===== src/sv/lrst_pkg.sv =====
// Shared types and constants for the lazy range-add / range-sum tree.
// No dependencies; used by the top level and lrst_seq (lrst_ram does not use it).
`timescale 1ns / 1ps

package lrst_pkg;

    localparam int POS_W  = 11;
    localparam int DATA_W = 64;
    localparam int ADD_W  = 32;

    localparam logic CMD_ADD = 1'b0;
    localparam logic CMD_SUM = 1'b1;

    typedef enum logic [3:0] {
        ST_CLR,
        ST_IDLE,
        ST_RD,
        ST_WT,
        ST_MUL,
        ST_WSUM,
        ST_CH0,
        ST_CH1,
        ST_CH2,
        ST_DEC,
        ST_RET,
        ST_CMB0,
        ST_CMB1,
        ST_CMB2
    } seq_state_t;

endpackage


===== src/sv/lrst_seq.sv =====
// Tree walk sequencer: explicit ancestor stack, settle / push-down and
// recombine steps over the node sum and pending-add RAMs. Uses lrst_pkg.
`timescale 1ns / 1ps

module lrst_seq #(
    parameter int LEAVES = 1024
) (
    input  logic                              clk,
    input  logic                              rst_n,
    input  logic                              start,
    input  logic                              cmd,
    input  logic [lrst_pkg::POS_W-1:0]        range_low,
    input  logic [lrst_pkg::POS_W-1:0]        range_high,
    input  logic signed [lrst_pkg::ADD_W-1:0] add_value,
    input  logic [lrst_pkg::POS_W-1:0]        size_eff,
    output logic                              busy,
    output logic                              result_valid,
    output logic [lrst_pkg::DATA_W-1:0]       range_sum,
    output logic                              sum_we,
    output logic [$clog2(4*LEAVES)-1:0]       sum_waddr,
    output logic [lrst_pkg::DATA_W-1:0]       sum_wdata,
    output logic [$clog2(4*LEAVES)-1:0]       sum_raddr,
    input  logic [lrst_pkg::DATA_W-1:0]       sum_rdata,
    output logic                              pend_we,
    output logic [$clog2(4*LEAVES)-1:0]       pend_waddr,
    output logic [lrst_pkg::DATA_W-1:0]       pend_wdata,
    output logic [$clog2(4*LEAVES)-1:0]       pend_raddr,
    input  logic [lrst_pkg::DATA_W-1:0]       pend_rdata
);

    localparam int ID_W  = $clog2(4*LEAVES);
    localparam int DEPTH = $clog2(LEAVES) + 1;
    localparam int SP_W  = $clog2(DEPTH + 1);
    localparam int IX_W  = (DEPTH > 1) ? $clog2(DEPTH) : 1;
    localparam int PW    = lrst_pkg::POS_W;
    localparam int DW    = lrst_pkg::DATA_W;

    lrst_pkg::seq_state_t state_reg, state_next;

    logic [ID_W-1:0] clr_reg, clr_next;
    logic [ID_W-1:0] cur_id_reg, cur_id_next;
    logic [PW-1:0]   cur_lo_reg, cur_lo_next;
    logic [PW-1:0]   cur_hi_reg, cur_hi_next;
    logic [SP_W-1:0] sp_reg, sp_next;
    logic            cmd_reg, cmd_next;
    logic [PW-1:0]   a_reg, a_next;
    logic [PW-1:0]   b_reg, b_next;
    logic [DW-1:0]   amt_reg, amt_next;
    logic [DW-1:0]   acc_reg, acc_next;
    logic [DW-1:0]   sum_reg, sum_next;
    logic [DW-1:0]   p_reg, p_next;
    logic [DW-1:0]   left_reg, left_next;
    logic [42:0]     prod_lo_reg, prod_lo_next;
    logic [31:0]     prod_hi_reg, prod_hi_next;
    logic            apply_reg, apply_next;
    logic            res_valid_reg, res_valid_next;
    logic [DW-1:0]   res_reg, res_next;

    logic [ID_W-1:0] stk_id_reg [DEPTH];
    logic [PW-1:0]   stk_lo_reg [DEPTH];
    logic [PW-1:0]   stk_hi_reg [DEPTH];
    logic            stk_rd_reg [DEPTH];

    logic            stk_push, stk_mark;
    logic [IX_W-1:0] push_ix, top_ix;

    logic [PW-1:0]   len, mid, p_mid;
    logic [PW:0]     mid_sum, p_mid_sum;
    logic [ID_W-1:0] left_id, right_id, p_id, p_right;
    logic [PW-1:0]   p_lo, p_hi;
    logic            p_rd;
    logic [DW-1:0]   settled;
    logic            outside, covered;

    assign push_ix  = sp_reg[IX_W-1:0];
    assign top_ix   = IX_W'(sp_reg - SP_W'(1));
    assign len      = cur_hi_reg - cur_lo_reg + PW'(1);
    assign mid_sum  = {1'b0, cur_lo_reg} + {1'b0, cur_hi_reg};
    assign mid      = mid_sum[PW:1];
    assign left_id  = {cur_id_reg[ID_W-2:0], 1'b0};
    assign right_id = {cur_id_reg[ID_W-2:0], 1'b1};
    assign p_id     = stk_id_reg[top_ix];
    assign p_lo     = stk_lo_reg[top_ix];
    assign p_hi     = stk_hi_reg[top_ix];
    assign p_rd     = stk_rd_reg[top_ix];
    assign p_mid_sum = {1'b0, p_lo} + {1'b0, p_hi};
    assign p_mid    = p_mid_sum[PW:1];
    assign p_right  = {p_id[ID_W-2:0], 1'b1};
    assign settled  = sum_reg + DW'(prod_lo_reg) + {prod_hi_reg, 32'd0};
    assign outside  = (cur_lo_reg > b_reg) || (cur_hi_reg < a_reg);
    assign covered  = (a_reg <= cur_lo_reg) && (cur_hi_reg <= b_reg);

    assign busy         = (state_reg != lrst_pkg::ST_IDLE);
    assign result_valid = res_valid_reg;
    assign range_sum    = res_reg;

    always_comb
    begin
        state_next     = state_reg;
        clr_next       = clr_reg;
        cur_id_next    = cur_id_reg;
        cur_lo_next    = cur_lo_reg;
        cur_hi_next    = cur_hi_reg;
        sp_next        = sp_reg;
        cmd_next       = cmd_reg;
        a_next         = a_reg;
        b_next         = b_reg;
        amt_next       = amt_reg;
        acc_next       = acc_reg;
        sum_next       = sum_reg;
        p_next         = p_reg;
        left_next      = left_reg;
        prod_lo_next   = 43'(p_reg[31:0]) * 43'(len);
        prod_hi_next   = p_reg[63:32] * 32'(len);
        apply_next     = apply_reg;
        res_valid_next = 1'b0;
        res_next       = res_reg;
        stk_push       = 1'b0;
        stk_mark       = 1'b0;
        sum_we         = 1'b0;
        sum_waddr      = cur_id_reg;
        sum_wdata      = settled;
        sum_raddr      = cur_id_reg;
        pend_we        = 1'b0;
        pend_waddr     = cur_id_reg;
        pend_wdata     = '0;
        pend_raddr     = cur_id_reg;

        case (state_reg)
            lrst_pkg::ST_CLR:
            begin
                sum_we     = 1'b1;
                sum_waddr  = clr_reg;
                sum_wdata  = '0;
                pend_we    = 1'b1;
                pend_waddr = clr_reg;
                clr_next   = clr_reg + ID_W'(1);
                if (&clr_reg)
                begin
                    state_next = lrst_pkg::ST_IDLE;
                end
            end
            lrst_pkg::ST_IDLE:
            begin
                if (start)
                begin
                    cmd_next    = cmd;
                    a_next      = range_low;
                    b_next      = range_high;
                    amt_next    = DW'(add_value);
                    acc_next    = '0;
                    cur_id_next = ID_W'(1);
                    cur_lo_next = PW'(1);
                    cur_hi_next = size_eff;
                    sp_next     = '0;
                    apply_next  = 1'b0;
                    if (range_low > range_high)
                    begin
                        res_valid_next = (cmd == lrst_pkg::CMD_SUM);
                        res_next       = '0;
                    end
                    else
                    begin
                        state_next = lrst_pkg::ST_RD;
                    end
                end
            end
            lrst_pkg::ST_RD:
            begin
                state_next = lrst_pkg::ST_WT;
            end
            lrst_pkg::ST_WT:
            begin
                sum_next   = sum_rdata;
                p_next     = pend_rdata;
                apply_next = 1'b0;
                state_next = (pend_rdata == '0) ? lrst_pkg::ST_DEC : lrst_pkg::ST_MUL;
            end
            lrst_pkg::ST_MUL:
            begin
                state_next = lrst_pkg::ST_WSUM;
            end
            lrst_pkg::ST_WSUM:
            begin
                sum_we   = 1'b1;
                pend_we  = 1'b1;
                sum_next = settled;
                if (cur_lo_reg != cur_hi_reg)
                begin
                    state_next = lrst_pkg::ST_CH0;
                end
                else
                begin
                    state_next = apply_reg ? lrst_pkg::ST_RET : lrst_pkg::ST_DEC;
                end
            end
            lrst_pkg::ST_CH0:
            begin
                pend_raddr = left_id;
                state_next = lrst_pkg::ST_CH1;
            end
            lrst_pkg::ST_CH1:
            begin
                pend_we    = 1'b1;
                pend_waddr = left_id;
                pend_wdata = pend_rdata + p_reg;
                pend_raddr = right_id;
                state_next = lrst_pkg::ST_CH2;
            end
            lrst_pkg::ST_CH2:
            begin
                pend_we    = 1'b1;
                pend_waddr = right_id;
                pend_wdata = pend_rdata + p_reg;
                state_next = apply_reg ? lrst_pkg::ST_RET : lrst_pkg::ST_DEC;
            end
            lrst_pkg::ST_DEC:
            begin
                if (outside)
                begin
                    state_next = lrst_pkg::ST_RET;
                end
                else if (covered)
                begin
                    if (cmd_reg == lrst_pkg::CMD_SUM)
                    begin
                        acc_next   = acc_reg + sum_reg;
                        state_next = lrst_pkg::ST_RET;
                    end
                    else if (amt_reg == '0)
                    begin
                        state_next = lrst_pkg::ST_RET;
                    end
                    else
                    begin
                        p_next     = amt_reg;
                        apply_next = 1'b1;
                        state_next = lrst_pkg::ST_MUL;
                    end
                end
                else
                begin
                    stk_push    = 1'b1;
                    sp_next     = sp_reg + SP_W'(1);
                    cur_id_next = left_id;
                    cur_hi_next = mid;
                    state_next  = lrst_pkg::ST_RD;
                end
            end
            lrst_pkg::ST_RET:
            begin
                if (sp_reg == '0)
                begin
                    res_valid_next = (cmd_reg == lrst_pkg::CMD_SUM);
                    res_next       = acc_reg;
                    state_next     = lrst_pkg::ST_IDLE;
                end
                else if (!p_rd)
                begin
                    stk_mark    = 1'b1;
                    cur_id_next = p_right;
                    cur_lo_next = p_mid + PW'(1);
                    cur_hi_next = p_hi;
                    state_next  = lrst_pkg::ST_RD;
                end
                else
                begin
                    cur_id_next = p_id;
                    cur_lo_next = p_lo;
                    cur_hi_next = p_hi;
                    sp_next     = sp_reg - SP_W'(1);
                    state_next  = (cmd_reg == lrst_pkg::CMD_ADD) ?
                                  lrst_pkg::ST_CMB0 : lrst_pkg::ST_RET;
                end
            end
            lrst_pkg::ST_CMB0:
            begin
                sum_raddr  = left_id;
                state_next = lrst_pkg::ST_CMB1;
            end
            lrst_pkg::ST_CMB1:
            begin
                sum_raddr  = right_id;
                left_next  = sum_rdata;
                state_next = lrst_pkg::ST_CMB2;
            end
            lrst_pkg::ST_CMB2:
            begin
                sum_we     = 1'b1;
                sum_wdata  = left_reg + sum_rdata;
                state_next = lrst_pkg::ST_RET;
            end
            default:
            begin
                state_next = lrst_pkg::ST_IDLE;
            end
        endcase
    end

    always_ff @(posedge clk or negedge rst_n)
    begin
        if (!rst_n)
        begin
            state_reg     <= lrst_pkg::ST_CLR;
            clr_reg       <= '0;
            sp_reg        <= '0;
            res_valid_reg <= 1'b0;
        end
        else
        begin
            state_reg     <= state_next;
            clr_reg       <= clr_next;
            sp_reg        <= sp_next;
            res_valid_reg <= res_valid_next;
        end
    end

    always_ff @(posedge clk)
    begin
        cur_id_reg  <= cur_id_next;
        cur_lo_reg  <= cur_lo_next;
        cur_hi_reg  <= cur_hi_next;
        cmd_reg     <= cmd_next;
        a_reg       <= a_next;
        b_reg       <= b_next;
        amt_reg     <= amt_next;
        acc_reg     <= acc_next;
        sum_reg     <= sum_next;
        p_reg       <= p_next;
        left_reg    <= left_next;
        prod_lo_reg <= prod_lo_next;
        prod_hi_reg <= prod_hi_next;
        apply_reg   <= apply_next;
        res_reg     <= res_next;
        if (stk_push)
        begin
            stk_id_reg[push_ix] <= cur_id_reg;
            stk_lo_reg[push_ix] <= cur_lo_reg;
            stk_hi_reg[push_ix] <= cur_hi_reg;
            stk_rd_reg[push_ix] <= 1'b0;
        end
        if (stk_mark)
        begin
            stk_rd_reg[top_ix] <= 1'b1;
        end
    end

endmodule

===== config.mk =====
export PLATFORM = sky130hd
export DESIGN_NAME = lrst_seq
export DESIGN_NICKNAME = d
export VERILOG_FILES = /design/src/sv/lrst_pkg.sv /design/src/sv/lrst_seq.sv
export SDC_FILE = /design/constraint.sdc
export NUM_CORES = 2
export LEC_CHECK = 0
export BUFFER_PORTS_ARGS = -buffer_cell sky130_fd_sc_hd__clkbuf_2
export CORE_MARGIN = 1.5
export CORE_UTILIZATION = 50
export DETAILED_ROUTE_END_ITERATION = 8
export PLACE_DENSITY = 0.69
export SYNTH_ARGS = -nofsm -noshare
export SYNTH_HDL_FRONTEND = slang
export SYNTH_SLANG_ARGS = --single-unit

===== constraint.sdc =====
create_clock -name clk -period 11.1 [get_ports clk]
set_input_delay 3.33 -clock clk [delete_from_list [all_inputs] [get_ports clk]]
set_output_delay 3.33 -clock clk [all_outputs]
set_load 0.03 [all_outputs]

Word level (Yosys, flattened, before mapping)
Memories as Yosys holds them, arrays and structs flattened. Index checks and enable logic that the tools add are counted.

Memories: 4. Word-level logic and storage cells: 178. Output and inout bits: 244. RAM bits: 385. Flip-flop bits (word level): 506.

Magnitude comparators: 5. Reduce and logical (&&, ||, !) cells: 26. Multiply operators: 2. Eq/ne operators: 28. $add $sub $neg: 13. Multiplexer cells: 81.

Memory list: stk_id_reg (words 11, width 12, rd ports 1, clocked after Yosys merged registers in 0, write ports 1, RTL line lrst_seq.sv:59) `logic [ID_W-1:0] stk_id_reg [DEPTH];`; stk_hi_reg (words 11, width 11, rd ports 1, clocked after Yosys merged registers in 0, write ports 1, RTL line lrst_seq.sv:61) `logic [PW-1:0] stk_hi_reg [DEPTH];`; stk_lo_reg (words 11, width 11, rd ports 1, clocked after Yosys merged registers in 0, write ports 1, RTL line lrst_seq.sv:60) `logic [PW-1:0] stk_lo_reg [DEPTH];`; stk_rd_reg (words 11, width 1, rd ports 1, clocked after Yosys merged registers in 0, write ports 1, RTL line lrst_seq.sv:62) `logic stk_rd_reg [DEPTH];`.

Operators by type and width (count): 64-bit two-way mux (12); 64-bit one-hot mux with 2 select lines (5); 64-bit adder (4); 64-bit logical NOT (2); 11-bit two-way mux (7); 12-bit two-way mux (6); 12-bit one-hot mux with 3 select lines (2); 4-bit two-way mux (17); 64-bit by 43-bit adder with 64-bit output (1); 4-bit one-hot mux with 14 select lines (1); 12-bit one-hot mux with 2 select lines (2); 32-bit by 11-bit multiplier with 43-bit output (1); 11-bit one-hot mux with 3 select lines (1); 32-bit by 11-bit multiplier with 32-bit output (1); 2-bit != test (second input constant) (13); 11-bit by 11-bit adder with 12-bit output (2); 4-bit equality test (second input constant) (6); 1-bit two-way mux (23); 11-bit by 1-bit adder with 11-bit output (second input constant) (2); 11-bit greater-than comparator (2); 11-bit less-or-equal comparator (2); 11-bit one-hot mux with 2 select lines (1); 4-bit by 3-bit equality test with 1-bit output (second input constant) (4); 5-bit AND reduction (3); 27 further kinds (35).

Longest topological paths before layout
An unclocked memory read counts as a cell.

Depth in word-level cells: 9. Gate-level depth with buffers: 35. Depth with buffers taken out: 34.

Least setup slack after synthesis
OpenSTA, ideal clock, no wires.

Kind: input-to-output. Start: in pend_rdata[0] (netlist bit). End: out pend_wdata[40] (netlist bit). Stages: 14. Buffers on the path: 0. Arrival time: 6904 ps. Slack: 866 ps. Data required time: 7770 ps. Cells stage by stage: ha_1 > fa_1 > a211oi_1 > o21ai_0 > and4_1 > o311ai_0 > a21boi_0 > o21a_1 > o21ai_0 > a21boi_0 > o31ai_1 > a21boi_0 > o21a_1 > nor3_1.

Longest elaborated chain between the ends: 2.

Ends and longest elaborated chain: start, declared (RTL line lrst_seq.sv:28) `input logic [lrst_pkg::DATA_W-1:0] pend_rdata`; 64-bit adder (RTL line lrst_seq.sv:206, lrst_seq.sv:214); 64-bit two-way mux; end, declared (RTL line lrst_seq.sv:26) `output logic [lrst_pkg::DATA_W-1:0] pend_wdata,`.

No other way between the ends.

Worst setup path in the final report
Start: in sum_rdata[10] (netlist bit). End: out sum_wdata[61] (netlist bit).

Longest elaborated chain between the ends: 2.

Ends and longest elaborated chain: start, declared (RTL line lrst_seq.sv:23) `input logic [lrst_pkg::DATA_W-1:0] sum_rdata,`; 64-bit adder (RTL line lrst_seq.sv:290) `sum_wdata = left_reg + sum_rdata;`; 64-bit one-hot mux with 2 select lines (RTL line lrst_seq.sv:129) `case (state_reg)`; end, declared (RTL line lrst_seq.sv:21) `output logic [lrst_pkg::DATA_W-1:0] sum_wdata,`.

No other way between the ends.

==> impl_metrics.ini <==
[outcome]
run_status = finished, final reports clean

[routing]
detail_route.wirelength_mm = 202
detail_route.drc_violations = 0
drt_iter0_drc = 4078
num_vias = 52400
pre_repair_dr_iteration_count = 5
routedWlPerCell_um = 22.4
route.antenna.remaining_nets = 0
avgViaCountPerCell = 5.82

[sta]
final.setup.worst_slack_ns = 0.354
slew_violations = 0
post_layout_min_period_ns = 10.75
timing.final.setup_violations = 0
finalSetupTns_ns = 0
fraction_of_the_cycle_the_final_worst_path_needs_pct = 96.8
finalHoldViolations = 0
tightestPinTransition_ns = 1.22
slew_headroom_pct = 18.4
fin_worst_skew_ns = 0.122
clock.fmax_mhz = 93.1
rsz0062_at_grt = false

[clock_network]
clk_path_buf_depth = 3
htree_levels = 3
clockRootBuffer = sky130_fd_sc_hd__clkbuf_16
clock-sinks = 891
clkLatencyLatePin_ns = 0.77
clk_transition_reported_paths_ns = 0.06
cts_tree = done
tritoncts.num_buffers = 98

[global_routing]
grt_max_degree = 92
wire_length_of_the_first_global_routing_pass_mm = 310
grt_pass1_vias = 53100
global_route.usage.total_pct = 28.4
grt.overflow.total = 0
antenna_violations_before_repair = 5

[worst_setup_path]
crit_arrival_ns = 7.42
crit_path_top_delay_cell = sky130_fd_sc_hd__o41a_1
slowest_delay_ns = 0.50
critPathTopFamily = compound AO/OA/AOI/OAI gates
regToRegEndpoint = prod_hi_reg[30]
startpoint_type = primary input
required_ns = 7.77
timing.critical_path.cells = clkbuf_2 -> ha_1 -> nand4_1 -> nor4_1 -> o21ai_1 -> a31oi_2 -> o21ai_2 -> a2111o_1 -> o41a_1 -> o41a_1 -> o41ai_4 -> a31oi_1 -> xor2_1 -> o22ai_2 -> clkbuf_2
timing.critical_path.from = sum_rdata[10]
length_in_cells_of_the_worst_reg_to_reg_path = 32
setup.worst_path.class = primary input to output port
reg2reg_setup_slack_ns = 1.37
worst_path_maximum_fanout = 6
cp-end-kind = output port
worst-path-buf-inv = 2
worst_setup_path_endpoint = sum_wdata[61]
cp_num_cells = 15
crit-reg2reg-launch = cur_lo_reg[3]

[logic_synthesis]
synth.cell_area_sq_um = 70000
synth_top_area_cell = sky130_fd_sc_hd__edfxtp_1
async_reset_ff_share_pct = 2.36
synth.distinct_cells = 86
postSynthAreaPerCell_sq_um = 10.4
synth-warning-count = 0
synth_flop_cell = sky130_fd_sc_hd__edfxtp_1
synthDominantCellAreaShare_pct = 34.1
post_synthesis_net_count = 7965
proportion_of_synthesized_chip_area_in_sequential_cells_pct = 37.0
edff_count_synth = 795
syn-instance-count = 6729
synth_top_cells_by_area = sky130_fd_sc_hd__edfxtp_1 (34%), sky130_fd_sc_hd__fa_1 (14%), sky130_fd_sc_hd__ha_1 (9.5%), sky130_fd_sc_hd__nand2_1 (4.7%), sky130_fd_sc_hd__and2_1 (3.2%)
flip_flop_and_latch_count_after_synthesis = 891

[place]
gp_congestion = 0.935
io_buffers = 440
hpwl_after_detailed_placement_mm = 151
detailedPlace.worstSlack_ns = 0.348

[cells_and_area]
nets = 8273
final_cell_utilization_of_the_core_pct = 55.6
post_route_cells_drive_above_1_share_pct = 11.8
area_delta_synth_final_pct = 10.6
number_of_flip_flops_in_the_largest_register = 132

[floorplan]
core_area_sq_um = 139000
dieHeight_um = 377
ios = 441
floorplan.die_area_sq_um = 142000
floorplan.rows = 137
die-width_um = 377
initial_core_util_pct = 50.3

[worst_hold_path]
hold_depth = 1
worstHoldPathType = flip-flop to flip-flop

[run]
max_cap_violations = 0
-- metal layers --
layer | global-route usage [%] | share of wire (%) | vias to the layer above
met2 | 48.8 | 49 | 1623
met5 | 0 | 0.012 | -
met4 | 11.3 | 4.2 | 4
met3 | 4.34 | 6.0 | 419
li1 | - | - | 24100
met1 | 35.8 | 40 | 26200
-- synthesized netlist by cell type (all sizes together) (14+ instances only) --
cell	number
a31oi	46
mux2	40
o21a	58
o31ai	17
nor2b	51
buf	22
dfrtp	21
clkbuf	281
nor3	62
xor2	139
o21ai	302
a21o	222
edfxtp	795
o21bai	51
mux4	70
nand4	51
mux2i	84
a211oi	39
nand2	868
nand2b	44
ha	533
dfxtp	75
or3	14
or2	14
a21oi	394
and2	354
nand3	90
inv	539
o211ai	18
o22ai	60
nor4	40
xnor2	211
nor2	380
a221o	14
and3	37
fa	506
-- how the worst min path moves through the flow --
stage	startpoint	endpoint
final	clr_reg[8]	clr_reg[8]
after global routing	clr_reg[11]	clr_reg[11]
after CTS	clr_reg[11]	clr_reg[11]
after detailed placement	clr_reg[8]	clr_reg[8]
after global placement	clr_reg[11]	clr_reg[11]
after floorplan	clr_reg[8]	clr_reg[8]
-- cells in the final DEF (no fill, tap or decap), drive strengths merged, types with 40 or more instances in the layout --
master | Yosys | layout
a21o | 222 | 222
a21oi | 394 | 394
a31oi | 46 | 46
and2 | 354 | 354
buf | 22 | 71
clkbuf | 281 | 563
clkinv | 1 | 47
dfxtp | 75 | 75
edfxtp | 795 | 795
fa | 506 | 506
ha | 533 | 533
inv | 539 | 541
mux2 | 40 | 40
mux2i | 84 | 84
mux4 | 70 | 70
nand2 | 868 | 868
nand2b | 44 | 44
nand3 | 90 | 90
nand4 | 51 | 51
nor2 | 380 | 380
nor2b | 51 | 51
nor3 | 62 | 62
nor4 | 40 | 40
o21a | 58 | 58
o21ai | 302 | 302
o21bai | 51 | 51
o22ai | 60 | 60
xnor2 | 211 | 211
xor2 | 139 | 139
-- cell type report --
class	instances	area (sq um)
Clock buffer	123	2610
Timing Repair Buffer	511	2760
Clock inverter	56	607
Inverter	540	2030
Fill cell	12200	61700
Multi-Input combinational cell	4995	41200
Sequential cell	891	25900
Tap cell	1876	2350
Antenna cell	7	17.5
-- timing repair --
item,4_1_cts,5_1_grt
hold buffers,0,0
gates resized for setup,0,1
endpoints found under the setup margin,0,1
buffers inserted,0,0
-- cells by family (layout without fill, tap and decap cells) --
kind of cell | count (synthesis) | in the layout | share of synthesized area, %
simple gates | 2047 | 2047 | 13.7
compound gates | 1365 | 1365 | 12.3
fa+ha+maj | 1039 | 1039 | 24.0
flops | 891 | 891 | 37.0
buf+inv | 843 | 1230 | 4.53
xor+xnor | 350 | 350 | 4.38
mux | 194 | 194 | 4.10
other cells | 0 | 7 | 0
-- through the flow --
step	hold WS (ns)	cells	cell area, sq um
finish	0.498	8999	77500
global route	0.507	8992	77400
CTS	0.498	8992	77400
detailed placement	0.486	8813	74200
global placement	0.485	8813	74200
floorplan	0.459	6729	70000
Power is left out: the tool's default activity adds up to more than one toggle a clock period on the data nets, which glitch-free logic cannot reach.
